--- src/design/cps_pkg.sv ---
// Shared constants, types and codes for the current profile setpoint generator.
package cps_pkg;

  localparam int MAX_POINTS = 16;
  localparam int DAC_BITS   = 12;
  localparam int PT_AW      = $clog2(MAX_POINTS);
  localparam int CNT_W      = $clog2(MAX_POINTS + 1);
  localparam int TIME_W     = 32;
  localparam int CUR_W      = 16;
  localparam int GAIN_W     = 32;
  localparam int FRAC_BITS  = 16;
  localparam int PROD_W     = GAIN_W + CUR_W;
  localparam int ENTRY_W    = TIME_W + CUR_W;
  localparam int ADDR_W     = 5;
  localparam int DATA_W     = 32;

  localparam logic [DAC_BITS-1:0] DAC_FULL = {DAC_BITS{1'b1}};
  localparam logic [GAIN_W-1:0]   GAIN_ONE = GAIN_W'(1) << FRAC_BITS;

  localparam logic       FUNC_LOAD = 1'b0;
  localparam logic       FUNC_EVAL = 1'b1;

  localparam logic [1:0] MODE_LINEAR = 2'd0;
  localparam logic [1:0] MODE_STEP   = 2'd1;

  typedef enum logic [2:0] {
    REG_MANUAL_EN,
    REG_MANUAL_CODE,
    REG_CURVE_MODE,
    REG_POINT_COUNT,
    REG_CODE_GAIN,
    REG_MA_GAIN
  } cfg_idx_t;

  typedef enum logic [2:0] {
    ST_IDLE,
    ST_LAST,
    ST_SCAN,
    ST_MULD,
    ST_DIV,
    ST_MULC,
    ST_MULM,
    ST_DONE
  } state_t;

endpackage

--- src/design/cps_ram.sv ---
// Generic single-write, single-read RAM with registered read data.
module cps_ram #(
  parameter int WIDTH = 8,
  parameter int DEPTH = 16
) (
  input  logic                     clk,
  input  logic                     we,
  input  logic [$clog2(DEPTH)-1:0] waddr,
  input  logic [WIDTH-1:0]         wdata,
  input  logic [$clog2(DEPTH)-1:0] raddr,
  output logic [WIDTH-1:0]         rdata
);

  logic [WIDTH-1:0] mem [DEPTH];

  always_ff @(posedge clk) begin
    if (we) begin
      mem[waddr] <= wdata;
    end
    rdata <= mem[raddr];
  end

endmodule

--- src/design/cps_mul.sv ---
// Bit-serial shift-add multiplier: one multiplier bit per cycle.
module cps_mul (
  input  logic                        clk,
  input  logic                        rst_n,
  input  logic                        start,
  input  logic [cps_pkg::GAIN_W-1:0]  a,
  input  logic [cps_pkg::CUR_W-1:0]   b,
  output logic                        done,
  output logic [cps_pkg::PROD_W-1:0]  prod
);

  localparam int CW = $clog2(cps_pkg::CUR_W);

  logic [cps_pkg::GAIN_W-1:0] a_r;
  logic [cps_pkg::GAIN_W-1:0] hi_r;
  logic [cps_pkg::CUR_W-1:0]  lo_r;
  logic [CW-1:0]              cnt_r;
  logic                       busy_r, busy_nxt;
  logic                       done_r, done_nxt;
  logic [cps_pkg::GAIN_W:0]   sum;
  logic                       last;

  assign sum  = {1'b0, hi_r} + (lo_r[0] ? {1'b0, a_r} : '0);
  assign last = (cnt_r == CW'(cps_pkg::CUR_W - 1));

  always_comb begin
    busy_nxt = busy_r;
    done_nxt = 1'b0;
    if (start) begin
      busy_nxt = 1'b1;
    end else if (busy_r && last) begin
      busy_nxt = 1'b0;
      done_nxt = 1'b1;
    end
  end

  always_ff @(posedge clk) begin
    if (!rst_n) begin
      busy_r <= 1'b0;
      done_r <= 1'b0;
    end else begin
      busy_r <= busy_nxt;
      done_r <= done_nxt;
    end
  end

  always_ff @(posedge clk) begin
    if (start) begin
      a_r   <= a;
      hi_r  <= '0;
      lo_r  <= b;
      cnt_r <= '0;
    end else if (busy_r) begin
      hi_r  <= sum[cps_pkg::GAIN_W:1];
      lo_r  <= {sum[0], lo_r[cps_pkg::CUR_W-1:1]};
      cnt_r <= cnt_r + CW'(1);
    end
  end

  assign done = done_r;
  assign prod = {hi_r, lo_r};

  a_done_single: assert property (@(posedge clk) disable iff (!rst_n)
    done_r |=> !done_r)
    else $error("multiplier done lasted more than one cycle");

  a_run_length: assert property (@(posedge clk) disable iff (!rst_n)
    busy_r && !last && !start |=> busy_r)
    else $error("multiplier stopped before its last step");

endmodule

--- src/design/cps_div.sv ---
// Restoring divider: one quotient bit per cycle, quotient known to fit CUR_W bits.
module cps_div (
  input  logic                        clk,
  input  logic                        rst_n,
  input  logic                        start,
  input  logic [cps_pkg::PROD_W-1:0]  dividend,
  input  logic [cps_pkg::TIME_W-1:0]  divisor,
  output logic                        done,
  output logic [cps_pkg::CUR_W-1:0]   quot
);

  localparam int CW = $clog2(cps_pkg::CUR_W);

  logic [cps_pkg::TIME_W-1:0] div_r;
  logic [cps_pkg::TIME_W-1:0] rem_r;
  logic [cps_pkg::CUR_W-1:0]  q_r;
  logic [CW-1:0]              cnt_r;
  logic                       busy_r, busy_nxt;
  logic                       done_r, done_nxt;
  logic [cps_pkg::TIME_W+1:0] trial;
  logic                       ge;
  logic                       last;

  // partial remainder with the next dividend bit shifted in, less the divisor
  assign trial = {1'b0, rem_r, q_r[cps_pkg::CUR_W-1]} - {2'b00, div_r};
  assign ge    = !trial[cps_pkg::TIME_W+1];
  assign last  = (cnt_r == CW'(cps_pkg::CUR_W - 1));

  always_comb begin
    busy_nxt = busy_r;
    done_nxt = 1'b0;
    if (start) begin
      busy_nxt = 1'b1;
    end else if (busy_r && last) begin
      busy_nxt = 1'b0;
      done_nxt = 1'b1;
    end
  end

  always_ff @(posedge clk) begin
    if (!rst_n) begin
      busy_r <= 1'b0;
      done_r <= 1'b0;
    end else begin
      busy_r <= busy_nxt;
      done_r <= done_nxt;
    end
  end

  // upper dividend bits are below the divisor, so only CUR_W steps are needed
  always_ff @(posedge clk) begin
    if (start) begin
      div_r <= divisor;
      rem_r <= dividend[cps_pkg::PROD_W-1:cps_pkg::CUR_W];
      q_r   <= dividend[cps_pkg::CUR_W-1:0];
      cnt_r <= '0;
    end else if (busy_r) begin
      rem_r <= ge ? trial[cps_pkg::TIME_W-1:0]
                  : {rem_r[cps_pkg::TIME_W-2:0], q_r[cps_pkg::CUR_W-1]};
      q_r   <= {q_r[cps_pkg::CUR_W-2:0], ge};
      cnt_r <= cnt_r + CW'(1);
    end
  end

  assign done = done_r;
  assign quot = q_r;

  a_rem_below_div: assert property (@(posedge clk) disable iff (!rst_n)
    busy_r |-> (rem_r < div_r))
    else $error("partial remainder not below divisor");

  a_done_single: assert property (@(posedge clk) disable iff (!rst_n)
    done_r |=> !done_r)
    else $error("divider done lasted more than one cycle");

endmodule

--- src/design/current_profile_setpoint.sv ---
// Top level: config registers, point table, search sequencer and result register.
//
//  channel  dir  handshake          payload
//  in_      in   in_valid/in_ready  func, point_index, point_time, point_current, query_time
//  out_     out  out_valid/out_ready target_current, dac_code
//  cfg      in   psel/penable/pready paddr, pwrite, pwdata, prdata (APB, 6 regs at 4*i)
//
// A load writes its slot; the sequencer stays idle. An evaluate goes straight to the result
// for an empty table or unused mode; manual mode and a query at or past the last point run
// one serial multiply; step mode scans, then multiplies; linear scans, then multiplies,
// divides and multiplies again. The scan reads one slot a cycle and may find no segment.
// Reset is synchronous, active low; the point table has no reset and no clearing pass.
// A finished result waits in the output register; the next result waits until it is taken.
module current_profile_setpoint (
  input  logic                          clk,
  input  logic                          rst_n,
  input  logic                          in_valid,
  output logic                          in_ready,
  input  logic                          in_func,
  input  logic [3:0]                    in_point_index,
  input  logic [cps_pkg::TIME_W-1:0]    in_point_time,
  input  logic [cps_pkg::CUR_W-1:0]     in_point_current,
  input  logic [cps_pkg::TIME_W-1:0]    in_query_time,
  output logic                          out_valid,
  input  logic                          out_ready,
  output logic [cps_pkg::CUR_W-1:0]     out_target_current,
  output logic [cps_pkg::DAC_BITS-1:0]  out_dac_code,
  input  logic                          psel,
  input  logic                          penable,
  input  logic                          pwrite,
  input  logic [cps_pkg::ADDR_W-1:0]    paddr,
  input  logic [cps_pkg::DATA_W-1:0]    pwdata,
  output logic [cps_pkg::DATA_W-1:0]    prdata,
  output logic                          pready
);

  // configuration
  logic                          manual_en_r;
  logic [cps_pkg::DAC_BITS-1:0]  manual_code_r;
  logic [1:0]                    curve_mode_r;
  logic [cps_pkg::CNT_W-1:0]     point_count_r;
  logic [cps_pkg::GAIN_W-1:0]    code_gain_r;
  logic [cps_pkg::GAIN_W-1:0]    ma_gain_r;
  cps_pkg::cfg_idx_t             cfg_idx;
  logic                          cfg_wr;

  // sequencer
  cps_pkg::state_t               st_r, st_nxt;
  logic [cps_pkg::TIME_W-1:0]    q_r, q_nxt;
  logic [cps_pkg::PT_AW-1:0]     idx_r, idx_nxt;
  logic [cps_pkg::TIME_W-1:0]    prev_t_r, prev_t_nxt;
  logic [cps_pkg::CUR_W-1:0]     prev_c_r, prev_c_nxt;
  logic [cps_pkg::CUR_W-1:0]     c0_r, c0_nxt;
  logic [cps_pkg::TIME_W-1:0]    span_r, span_nxt;
  logic                          neg_r, neg_nxt;
  logic [cps_pkg::CUR_W-1:0]     cur_r, cur_nxt;
  logic [cps_pkg::DAC_BITS-1:0]  code_r, code_nxt;
  logic [cps_pkg::CNT_W-1:0]     n;
  logic [cps_pkg::CUR_W-1:0]     c_interp;

  // output register
  logic                          out_valid_r, out_valid_nxt;
  logic [cps_pkg::CUR_W-1:0]     out_cur_r;
  logic [cps_pkg::DAC_BITS-1:0]  out_code_r;
  logic                          out_load;

  // point table
  logic                          ram_we;
  logic [cps_pkg::PT_AW-1:0]     ram_raddr;
  logic [cps_pkg::ENTRY_W-1:0]   ram_rdata;
  logic [cps_pkg::TIME_W-1:0]    rd_t;
  logic [cps_pkg::CUR_W-1:0]     rd_c;

  // arithmetic units
  logic                          mul_start, mul_done;
  logic [cps_pkg::GAIN_W-1:0]    mul_a;
  logic [cps_pkg::CUR_W-1:0]     mul_b;
  logic [cps_pkg::PROD_W-1:0]    mul_prod;
  logic                          div_start, div_done;
  logic [cps_pkg::CUR_W-1:0]     div_quot;

  //--------------------------------------------------------------------------
  // Configuration port
  assign pready  = 1'b1;
  assign cfg_idx = cps_pkg::cfg_idx_t'(paddr[cps_pkg::ADDR_W-1:2]);
  assign cfg_wr  = psel && penable && pwrite;

  always_ff @(posedge clk) begin
    if (!rst_n) begin
      manual_en_r   <= 1'b0;
      manual_code_r <= '0;
      curve_mode_r  <= cps_pkg::MODE_LINEAR;
      point_count_r <= '0;
      code_gain_r   <= cps_pkg::GAIN_ONE;
      ma_gain_r     <= cps_pkg::GAIN_ONE;
    end else if (cfg_wr) begin
      case (cfg_idx)
        cps_pkg::REG_MANUAL_EN:   manual_en_r   <= pwdata[0];
        cps_pkg::REG_MANUAL_CODE: manual_code_r <= pwdata[cps_pkg::DAC_BITS-1:0];
        cps_pkg::REG_CURVE_MODE:  curve_mode_r  <= pwdata[1:0];
        cps_pkg::REG_POINT_COUNT: point_count_r <= pwdata[cps_pkg::CNT_W-1:0];
        cps_pkg::REG_CODE_GAIN:   code_gain_r   <= pwdata[cps_pkg::GAIN_W-1:0];
        cps_pkg::REG_MA_GAIN:     ma_gain_r     <= pwdata[cps_pkg::GAIN_W-1:0];
        default: ;
      endcase
    end
  end

  always_comb begin
    case (cfg_idx)
      cps_pkg::REG_MANUAL_EN:   prdata = cps_pkg::DATA_W'(manual_en_r);
      cps_pkg::REG_MANUAL_CODE: prdata = cps_pkg::DATA_W'(manual_code_r);
      cps_pkg::REG_CURVE_MODE:  prdata = cps_pkg::DATA_W'(curve_mode_r);
      cps_pkg::REG_POINT_COUNT: prdata = cps_pkg::DATA_W'(point_count_r);
      cps_pkg::REG_CODE_GAIN:   prdata = cps_pkg::DATA_W'(code_gain_r);
      cps_pkg::REG_MA_GAIN:     prdata = cps_pkg::DATA_W'(ma_gain_r);
      default:                  prdata = '0;
    endcase
  end

  //--------------------------------------------------------------------------
  // Point table: {time, current} per slot
  assign ram_we = in_valid && in_ready && (in_func == cps_pkg::FUNC_LOAD) &&
                  (32'(in_point_index) < cps_pkg::MAX_POINTS);

  cps_ram #(
    .WIDTH (cps_pkg::ENTRY_W),
    .DEPTH (cps_pkg::MAX_POINTS)
  ) u_points (
    .clk   (clk),
    .we    (ram_we),
    .waddr (cps_pkg::PT_AW'(in_point_index)),
    .wdata ({in_point_time, in_point_current}),
    .raddr (ram_raddr),
    .rdata (ram_rdata)
  );

  assign rd_t = ram_rdata[cps_pkg::ENTRY_W-1:cps_pkg::CUR_W];
  assign rd_c = ram_rdata[cps_pkg::CUR_W-1:0];

  cps_mul u_mul (
    .clk   (clk),
    .rst_n (rst_n),
    .start (mul_start),
    .a     (mul_a),
    .b     (mul_b),
    .done  (mul_done),
    .prod  (mul_prod)
  );

  cps_div u_div (
    .clk      (clk),
    .rst_n    (rst_n),
    .start    (div_start),
    .dividend (mul_prod),
    .divisor  (span_r),
    .done     (div_done),
    .quot     (div_quot)
  );

  //--------------------------------------------------------------------------
  // Sequencer
  assign n = (point_count_r > cps_pkg::CNT_W'(cps_pkg::MAX_POINTS)) ?
             cps_pkg::CNT_W'(cps_pkg::MAX_POINTS) : point_count_r;
  assign c_interp = neg_r ? (c0_r - div_quot) : (c0_r + div_quot);
  assign in_ready = (st_r == cps_pkg::ST_IDLE);

  always_ff @(posedge clk) begin
    if (!rst_n) begin
      st_r        <= cps_pkg::ST_IDLE;
      out_valid_r <= 1'b0;
    end else begin
      st_r        <= st_nxt;
      out_valid_r <= out_valid_nxt;
    end
  end

  always_ff @(posedge clk) begin
    q_r      <= q_nxt;
    idx_r    <= idx_nxt;
    prev_t_r <= prev_t_nxt;
    prev_c_r <= prev_c_nxt;
    c0_r     <= c0_nxt;
    span_r   <= span_nxt;
    neg_r    <= neg_nxt;
    cur_r    <= cur_nxt;
    code_r   <= code_nxt;
    if (out_load) begin
      out_cur_r  <= cur_r;
      out_code_r <= code_r;
    end
  end

  always_comb begin
    st_nxt     = st_r;
    q_nxt      = q_r;
    idx_nxt    = idx_r;
    prev_t_nxt = prev_t_r;
    prev_c_nxt = prev_c_r;
    c0_nxt     = c0_r;
    span_nxt   = span_r;
    neg_nxt    = neg_r;
    cur_nxt    = cur_r;
    code_nxt   = code_r;
    ram_raddr  = '0;
    mul_start  = 1'b0;
    mul_a      = code_gain_r;
    mul_b      = '0;
    div_start  = 1'b0;
    out_load   = 1'b0;

    case (st_r)
      cps_pkg::ST_IDLE: begin
        if (in_valid && in_func == cps_pkg::FUNC_EVAL) begin
          q_nxt = in_query_time;
          if (manual_en_r) begin
            mul_start = 1'b1;
            mul_a     = ma_gain_r;
            mul_b     = cps_pkg::CUR_W'(manual_code_r);
            code_nxt  = manual_code_r;
            st_nxt    = cps_pkg::ST_MULM;
          end else if (curve_mode_r > cps_pkg::MODE_STEP || n == '0) begin
            cur_nxt  = '0;
            code_nxt = '0;
            st_nxt   = cps_pkg::ST_DONE;
          end else begin
            ram_raddr = cps_pkg::PT_AW'(n - cps_pkg::CNT_W'(1));
            st_nxt    = cps_pkg::ST_LAST;
          end
        end
      end

      // last point first: at or past it the curve is flat
      cps_pkg::ST_LAST: begin
        if (n == cps_pkg::CNT_W'(1) || rd_t <= q_r) begin
          cur_nxt   = rd_c;
          mul_start = 1'b1;
          mul_b     = rd_c;
          st_nxt    = cps_pkg::ST_MULC;
        end else begin
          idx_nxt = '0;
          st_nxt  = cps_pkg::ST_SCAN;
        end
      end

      // rdata holds slot idx_r, prev_* holds slot idx_r-1
      cps_pkg::ST_SCAN: begin
        if (idx_r != '0 && prev_t_r <= q_r && rd_t > q_r) begin
          c0_nxt = prev_c_r;
          if (curve_mode_r == cps_pkg::MODE_STEP) begin
            cur_nxt   = prev_c_r;
            mul_start = 1'b1;
            mul_b     = prev_c_r;
            st_nxt    = cps_pkg::ST_MULC;
          end else begin
            span_nxt  = rd_t - prev_t_r;
            neg_nxt   = (rd_c < prev_c_r);
            mul_start = 1'b1;
            mul_a     = q_r - prev_t_r;
            mul_b     = (rd_c < prev_c_r) ? (prev_c_r - rd_c) : (rd_c - prev_c_r);
            st_nxt    = cps_pkg::ST_MULD;
          end
        end else if (cps_pkg::CNT_W'(idx_r) == n - cps_pkg::CNT_W'(1)) begin
          // no ascending segment holds the query
          cur_nxt  = '0;
          code_nxt = '0;
          st_nxt   = cps_pkg::ST_DONE;
        end else begin
          prev_t_nxt = rd_t;
          prev_c_nxt = rd_c;
          ram_raddr  = idx_r + cps_pkg::PT_AW'(1);
          idx_nxt    = idx_r + cps_pkg::PT_AW'(1);
        end
      end

      cps_pkg::ST_MULD: begin
        if (mul_done) begin
          div_start = 1'b1;
          st_nxt    = cps_pkg::ST_DIV;
        end
      end

      cps_pkg::ST_DIV: begin
        if (div_done) begin
          cur_nxt   = c_interp;
          mul_start = 1'b1;
          mul_b     = c_interp;
          st_nxt    = cps_pkg::ST_MULC;
        end
      end

      cps_pkg::ST_MULC: begin
        if (mul_done) begin
          if (|mul_prod[cps_pkg::PROD_W-1:cps_pkg::FRAC_BITS+cps_pkg::DAC_BITS]) begin
            code_nxt = cps_pkg::DAC_FULL;
          end else begin
            code_nxt = mul_prod[cps_pkg::FRAC_BITS+cps_pkg::DAC_BITS-1:cps_pkg::FRAC_BITS];
          end
          st_nxt = cps_pkg::ST_DONE;
        end
      end

      cps_pkg::ST_MULM: begin
        if (mul_done) begin
          if (|mul_prod[cps_pkg::PROD_W-1:cps_pkg::FRAC_BITS+cps_pkg::CUR_W]) begin
            cur_nxt = '1;
          end else begin
            cur_nxt = mul_prod[cps_pkg::FRAC_BITS+cps_pkg::CUR_W-1:cps_pkg::FRAC_BITS];
          end
          st_nxt = cps_pkg::ST_DONE;
        end
      end

      cps_pkg::ST_DONE: begin
        if (!out_valid_r || out_ready) begin
          out_load = 1'b1;
          st_nxt   = cps_pkg::ST_IDLE;
        end
      end

      default: st_nxt = cps_pkg::ST_IDLE;
    endcase
  end

  always_comb begin
    if (out_load) begin
      out_valid_nxt = 1'b1;
    end else if (out_ready) begin
      out_valid_nxt = 1'b0;
    end else begin
      out_valid_nxt = out_valid_r;
    end
  end

  assign out_valid          = out_valid_r;
  assign out_target_current = out_cur_r;
  assign out_dac_code       = out_code_r;

  //--------------------------------------------------------------------------
  a_no_overwrite: assert property (@(posedge clk) disable iff (!rst_n)
    st_r == cps_pkg::ST_DONE && out_valid_r && !out_ready |=> st_r == cps_pkg::ST_DONE)
    else $error("result finished while the previous request was still held");

  a_eval_blocks: assert property (@(posedge clk) disable iff (!rst_n)
    in_valid && in_ready && in_func == cps_pkg::FUNC_EVAL |=> !in_ready)
    else $error("evaluate request did not hold off the input");

  a_scan_in_range: assert property (@(posedge clk) disable iff (!rst_n)
    st_r == cps_pkg::ST_SCAN |-> cps_pkg::CNT_W'(idx_r) < n)
    else $error("table scan ran past the last breakpoint");

  a_result_from_done: assert property (@(posedge clk) disable iff (!rst_n)
    $rose(out_valid_r) |-> $past(st_r) == cps_pkg::ST_DONE)
    else $error("result register loaded outside the finishing step");

endmodule

--- config.mk ---
export PLATFORM = sky130hd
export DESIGN_NAME = current_profile_setpoint
export DESIGN_NICKNAME = d
export VERILOG_FILES = /design/src/design/cps_pkg.sv /design/src/design/cps_ram.sv /design/src/design/cps_mul.sv /design/src/design/cps_div.sv /design/src/design/current_profile_setpoint.sv
export SDC_FILE = /design/constraint.sdc
export NUM_CORES = 2
export LEC_CHECK = 0
export ABC_AREA = 1
export BUFFER_PORTS_ARGS = -buffer_cell sky130_fd_sc_hd__buf_2
export CAP_MARGIN = 5
export CORE_MARGIN = 2
export CORE_UTILIZATION = 50
export DETAILED_ROUTE_END_ITERATION = 10
export PLACE_DENSITY = 0.76
export SKIP_LAST_GASP = 1
export SLEW_MARGIN = 20
export SYNTH_ARGS = -nofsm -noshare
export SYNTH_HDL_FRONTEND = slang
export SYNTH_SLANG_ARGS = --single-unit
--- constraint.sdc ---
create_clock -name clk -period 12.95 [get_ports clk]
set_input_delay 1.295 -clock clk [delete_from_list [all_inputs] [get_ports clk]]
set_output_delay 1.295 -clock clk [all_outputs]
set_load 0.02 [all_outputs]
After elaboration in Yosys (flattened, before gate mapping)

Memories as Yosys holds them, arrays and structs flattened. A register that Yosys moved wholly into a read port is not among the register bits.
Index checks and enable logic that the tools add are counted.

Register bits after elaboration: 449
Bits in writable memories: 768
Input port bits: 129
Output and inout port bits: 63
Word-level logic and storage cells: 219
Memories: 1

Add/subtract/negate cells: 12
$lt $le $gt $ge: 6
Equality and inequality tests: 34
Muxes and demuxes: 85
Bitwise operators: 5
Reduce and logical (&&, ||, !) cells: 45

Memories:

| memory       | depth | bits a word | rd ports | clocked after Yosys merged registers in | write ports | RTL line      | text |
|---|---|---|---|---|---|---|---|
| u_points.mem | 16    | 48          | 1        | 1                                       | 1           | cps_ram.sv:14 | `logic [WIDTH-1:0] mem [DEPTH];` |

Operators with widths:

| operator                                       | count |
|---|---|
| 16-bit two-way mux                             | 20 |
| 32-bit two-way mux                             | 8 |
| 32-bit case mux with 6 select lines            | 1 |
| 12-bit two-way mux                             | 9 |
| 16-bit case mux with 5 select lines            | 1 |
| 32-bit <= comparator                           | 2 |
| 16-bit case mux with 4 select lines            | 1 |
| 32-bit case mux with 2 select lines            | 1 |
| 32-bit subtractor                              | 2 |
| 16-bit subtractor                              | 3 |
| 12-bit case mux with 3 select lines            | 1 |
| 33-bit by 32-bit subtractor with 34-bit output | 1 |
| 32-bit by 33-bit adder with 33-bit output      | 1 |
| 3-bit two-way mux                              | 11 |
| 32-bit > comparator                            | 1 |
| 4-bit two-way mux                              | 8 |
| 3-bit case mux with 7 select lines             | 1 |
| 20-bit OR reduction                            | 1 |
| 1-bit two-way mux                              | 19 |
| 3-bit equality test (second input constant)    | 6 |
| 16-bit adder                                   | 1 |
| 16-bit less-than comparator                    | 1 |
| 4-bit case mux with 2 select lines             | 2 |
| 2-bit AND reduction                            | 8 |
| other kinds (32)                               | 77 |

Logic depth before layout (Yosys ltp)

Depth after elaboration: 8
Depth in mapped cells: 24
Mapped depth without buffers: 22

Cells and area by module

Synthesis repeated with hierarchy kept, for this count alone.

Cell total of the unflattened synthesis: 7371
Area total of the unflattened synthesis: 65098.7 um2

By module, submodules not included:

| module                   | instances | cells an instance | area an instance (um2) | seq. area each (um2) |
|---|---|---|---|---|
| cps_ram                  | 1         | 3165              | 33933.8                | 24023.0 |
| current_profile_setpoint | 1         | 2472              | 19182.1                | 7437.1 |
| cps_div                  | 1         | 900               | 6353.6                 | 2522.4 |
| cps_mul                  | 1         | 834               | 5629.1                 | 2202.1 |

Worst setup path before layout

No wires, ideal clock.

Path type: register to register
Start: register q_r[0] (netlist bit)
End: register cur_r[0] (netlist bit), enable pin
Setup time: 0.430 ns
Data arrival time: 4.655 ns
Data required time: 12.520 ns
Slack: 7.865 ns
Stages on the path, launching flop included: 18
Buffers on the path: 0
Clock period less this slack: 5.085 ns
Cells stage by stage: edfxtp_1 > inv_1 > ha_1 > inv_1 > fa_1 > nand2_1 > nand2_1 > nand3_1 > nand2_2 > nand2_2 > nand3_1 > nand2_2 > a21oi_4 > nand2_4 > nor2_8 > nand2_1 > clkinv_1 > nor4_1

Cells in the longest elaborated chain, start to end: 5
Elaborated cells on any way between the ends: 10
Those cells by class: order compare (3); eq/ne (3); reduce/logical (4)

RTL lines:

| what                                     | RTL line                        | text |
|---|---|---|
| start: declaration                       | current_profile_setpoint.sv:49  | `logic [cps_pkg::TIME_W-1:0] q_r, q_nxt;` |
| start signal: assignment                 | current_profile_setpoint.sv:179 | `q_r <= q_nxt;` |
| 32-bit <= comparator                     | current_profile_setpoint.sv:248 | `if (idx_r != '0 && prev_t_r <= q_r && rd_t > q_r) begin` |
| 1-bit logical AND (2 in a row)           | current_profile_setpoint.sv:248 |  |
| 3-bit != test (no source line)           | --                              |  |
| 9-bit AND reduction (no source line) (*) | --                              |  |
| end signal: assignment                   | current_profile_setpoint.sv:186 | `cur_r <= cur_nxt;` |
| end: declaration                         | current_profile_setpoint.sv:56  | `logic [cps_pkg::CUR_W-1:0] cur_r, cur_nxt;` |

Mark *: on every way between the ends. The rest lies on a longest branch, timed or not.
A chain may end at the register's enable or synchronous reset.

Worst setup path after layout

Start: register point_count_r[0] (netlist bit)
End: register u_points.rdata[47] (read register of u_points.mem)

Cells in the longest elaborated chain, start to end: 8
Elaborated cells on any way between the ends: 12
Those cells by class: add/sub (1); order compare (1); eq/ne (1); mux (7); reduce/logical (2)

RTL lines:

| what                                                                                | RTL line                        | text |
|---|---|---|
| start: declaration                                                                  | current_profile_setpoint.sv:41  | `logic [cps_pkg::CNT_W-1:0] point_count_r;` |
| start signal: assignment                                                            | current_profile_setpoint.sv:101 | `cps_pkg::REG_POINT_COUNT: point_count_r <= pwdata[cps_pkg::CNT_W-1:0];` |
| 5-bit > comparator                                                                  | current_profile_setpoint.sv:163 | `assign n = (point_count_r > cps_pkg::CNT_W'(cps_pkg::MAX_POINTS)) ?` |
| 5-bit two-way mux (*)                                                               | current_profile_setpoint.sv:163 |  |
| branches (longest 5 deep; another with 5-bit by 1-bit subtractor with 5-bit output) | --                              |  |
| 4-bit case mux with 2 select lines (*)                                              | current_profile_setpoint.sv:212 | `case (st_r)` |
| end: declaration                                                                    | cps_ram.sv:11                   | `output logic [WIDTH-1:0] rdata` |

Mark *: on every way between the ends.

==> flow_metrics.py <==
metrics = {
    "floorplan": {
        "die_area_um2": 129300,
        "dieWidth_um": 359.6,
        "core_area_um2": 125600,
        "start_util_pct": 50.36,
        "io_pins": 192,
        "fp-row-count": 130,
        "die_y_um": 359.6,
    },
    "layout": {
        "instances_no_fill": 8509,
        "design_area_um2": 69990,
        "mostFrequentLayoutCell": "nand2_1",
        "drive_above_1_share_pct": 7.746,
        "final_cell_mix": "1167 x nand2_1, 1085 x edfxtp_1, 1042 x inv_1",
        "fin_util_pct": 55.73,
        "syn_to_final_growth_pct": 10.68,
        "nets": 7090,
    },
    "synth": {
        "netlist-cell-type-count": 62,
        "synth-main-ff-cell": "edfxtp_1",
        "ys_seq_area_share_pct": 57.22,
        "synth_seq_cells": 1265,
        "syn_area_um2": 63230,
        "synth_edf_count": 1085,
        "synth_area_leader_cell": "edfxtp_1",
        "synth_top_area_share_pct": 51.53,
        "synth-warning-count": 0,
        "synthTopCellsByArea": "edfxtp_1 52%, nand3_1 7.8%, nand2_1 6.9%",
        "synthArstFlopShare_pct": 0,
        "synth_nets": 7009,
        "avgSynthCellArea_um2": 9.493,
        "syn_inst": 6661,
    },
    "grt": {
        "grt_pass1_vias": 45560,
        "grt-ovfl-total": 0,
        "grt_pass1_wl_mm": 264.3,
        "antenna_found_initial": 22,
        "grt_max_degree": 131,
        "grt_use_total_pct": 26.32,
    },
    "clocking": {
        "clock_latency_ns": 0.76,
        "postCtsSetupRepairBufs": 0,
        "root_buffer": "clkbuf_16",
        "clock_path_buffers": 3,
        "cts_buffers": 136,
        "cts_tree": "yes",
        "cts.reportedPaths.clkPinSlew_ns": 0.06,
        "numClockSinks": 1265,
        "postCtsHoldBufs": 0,
        "ctsHtreeMaxLevel": 4,
        "ctsResizeCount": 0,
    },
    "placement": {
        "place_ws_ns": 6.948,
        "place_area_um2": 65510,
        "port-buffer-count": 188,
        "hpwl_mm": 110.1,
        "dpl.cell_count": 8254,
        "gp_congestion": 0.9661,
    },
    "setup_path": {
        "r2r_cells": 20,
        "crit_path_max_fanout": 102,
        "critPathTopFamily": "simple AND/OR/NAND/NOR gates",
        "worst-setup-path-type": "reg -> reg",
        "crit_path_top_delay_cell": "buf_4",
        "cp_num_buf_inv": 4,
        "path_depth": 20,
        "slowest_delay_ns": 0.98,
        "worstPathArrival_ns": 6.88,
        "cp.required_ns": 13.57,
        "cp-start-kind": "register",
        "end_kind": "register",
        "crit_chain": "inv_1 > nand4_1 > nand2_1 > nand2_2 > ha_1 > inv_1 > nor4_1 > nor2_1 > nand3_1 > nor2_1 > nand2_1 > nand3_4 > nand2_8 > buf_4 > buf_4 > nand2_1 > nand3_1 > nand3_1 > nand3_1 > nand2_1",
        "reg2reg_slack_ns": 6.69,
    },
    "sta": {
        "period_needed_ns": 6.258,
        "fin_crit_sh_pct": 48.33,
        "report.final.slew_viol_count": 0,
        "fin_ws_ns": 6.692,
        "max_freq_mhz": 159.8,
        "finalClockSkew_ns": 0.02712,
        "max_slew.worst_pin.slew_ns": 1.125,
        "final-setup-viol-count": 0,
        "finalSetupTns_ns": 0,
        "grt_setup_unrepaired": "no",
        "relSlewSlack_pct": 24.70,
        "final-hold-violation-count": 0,
    },
    "power_and_ir_drop": {
        "leakage_nw": 28.82,
        "ir_worst_vdd_v": 0.0001373,
        "powerDensity_nw_per_um2": 189.8,
    },
    "hold_path": {
        "holdPathStages": 0,
        "hp-class": "reg -> reg",
    },
    "drt": {
        "post_drt_wl_per_cell_um": 20.60,
        "drc": 1,
        "ant_nets": 0,
        "drtPass1Iterations": 10,
        "vias_per_cell": 5.690,
        "wl_mm": 175.3,
        "num_vias": 48420,
        "drtIter0Drc": 5849,
    },
    "job": {
        "maxCapViolCount": 0,
    },
    "status": {
        "status": "finished with violations",
        "violations": "DRC",
    },
}
[final timing paths]
kind | startpoint | endpoint
hold / removal | span_r[17]$_DFFE_PP_ | u_div.div_r[17]$_DFFE_PP_
setup / recovery | point_count_r[0]$_SDFFE_PN0P_ | u_points.rdata[47]$_DFF_P_
setup reg to reg | point_count_r[0]$_SDFFE_PN0P_ | u_points.rdata[47]$_DFF_P_
hold reg to reg | span_r[17]$_DFFE_PP_ | u_div.div_r[17]$_DFFE_PP_
[registers in the layout, summed over array words and instances, names as in the netlist, 32 cells and up]
signal          count
u_points.mem      768
u_points.rdata     48
code_gain_r        32
ma_gain_r          32
prev_t_r           32
q_r                32
span_r             32
u_div.div_r        32
u_div.rem_r        32
u_mul.a_r          32
u_mul.hi_r         32
[synth_stat cells, types with 8 or more instances]
| master | number |
|---|---|
| nand2_1 | 1169 |
| edfxtp_1 | 1085 |
| inv_1 | 1042 |
| nand3_1 | 982 |
| o21ai_0 | 399 |
| a21oi_1 | 374 |
| nor2_1 | 257 |
| ha_1 | 212 |
| dfxtp_1 | 180 |
| buf_2 | 153 |
| nand3b_1 | 148 |
| clkbuf_1 | 115 |
| xor2_1 | 77 |
| xnor2_1 | 35 |
| a31oi_1 | 34 |
| nand4_1 | 34 |
| o211ai_1 | 33 |
| nor3_1 | 32 |
| o22ai_1 | 31 |
| o21bai_1 | 23 |
| buf_1 | 21 |
| or2_2 | 20 |
| a21o_1 | 18 |
| nor4_1 | 18 |
| o2111ai_1 | 14 |
| a21boi_0 | 12 |
| a221oi_1 | 12 |
| a22oi_1 | 11 |
| o221ai_1 | 11 |
| inv_2 | 10 |
| nand2_2 | 10 |
| o21a_1 | 9 |
| o21ai_1 | 8 |
[cells by family after synthesis]
| logic type | after synthesis | synth area share (%) |
|---|---|---|
| buf+inv | 1356 | 8.463 |
| mux | 1 | 0.01583 |
| other cells | 1 | 0.005930 |
| simple gates | 2694 | 19.39 |
| xor+xnor | 113 | 1.577 |
| fa+ha+maj | 219 | 4.416 |
| flops | 1265 | 57.22 |
| compound gates | 1012 | 8.904 |
[final cells by class]
cell class	instances	area [um^2]
Inverter	1056	3971
Timing Repair Buffer	243	1361
Tap cell	1650	2064
Fill cell	10540	55580
Sequential cell	1265	36180
Clock inverter	70	683.2
Multi-Input combinational cell	4040	21930
Antenna cell	4	10.01
Clock buffer	181	3780
[metal layers]
layer | global-route usage (%) | vias up | part of all wire [%]
met1 | 35.87 | 22810 | 41
met5 | 0 | - | 0.076
met2 | 42.03 | 2361 | 46
met4 | 8.997 | 22 | 3.0
li1 | - | 22840 | -
met3 | 5.337 | 390 | 10
[report_power, final]
group,leakage [nW],total [mW],switching (mW),internal [mW]
logic,15.3,4.12,2.85,1.27
clock network,2.18,3.88,1.64,2.24
registers,11.3,5.29,0.345,4.94
[metrics by stage]
stage	hold WS (ns)	power [mW]
after floorplan	0.4003	8.063
after global placement	0.4003	9.293
after detailed placement	0.4045	9.373
after CTS	0.4116	13.24
after global routing	0.4217	13.93
final	0.4102	13.28
No activity file was read; power rests on OpenSTA's default activity.
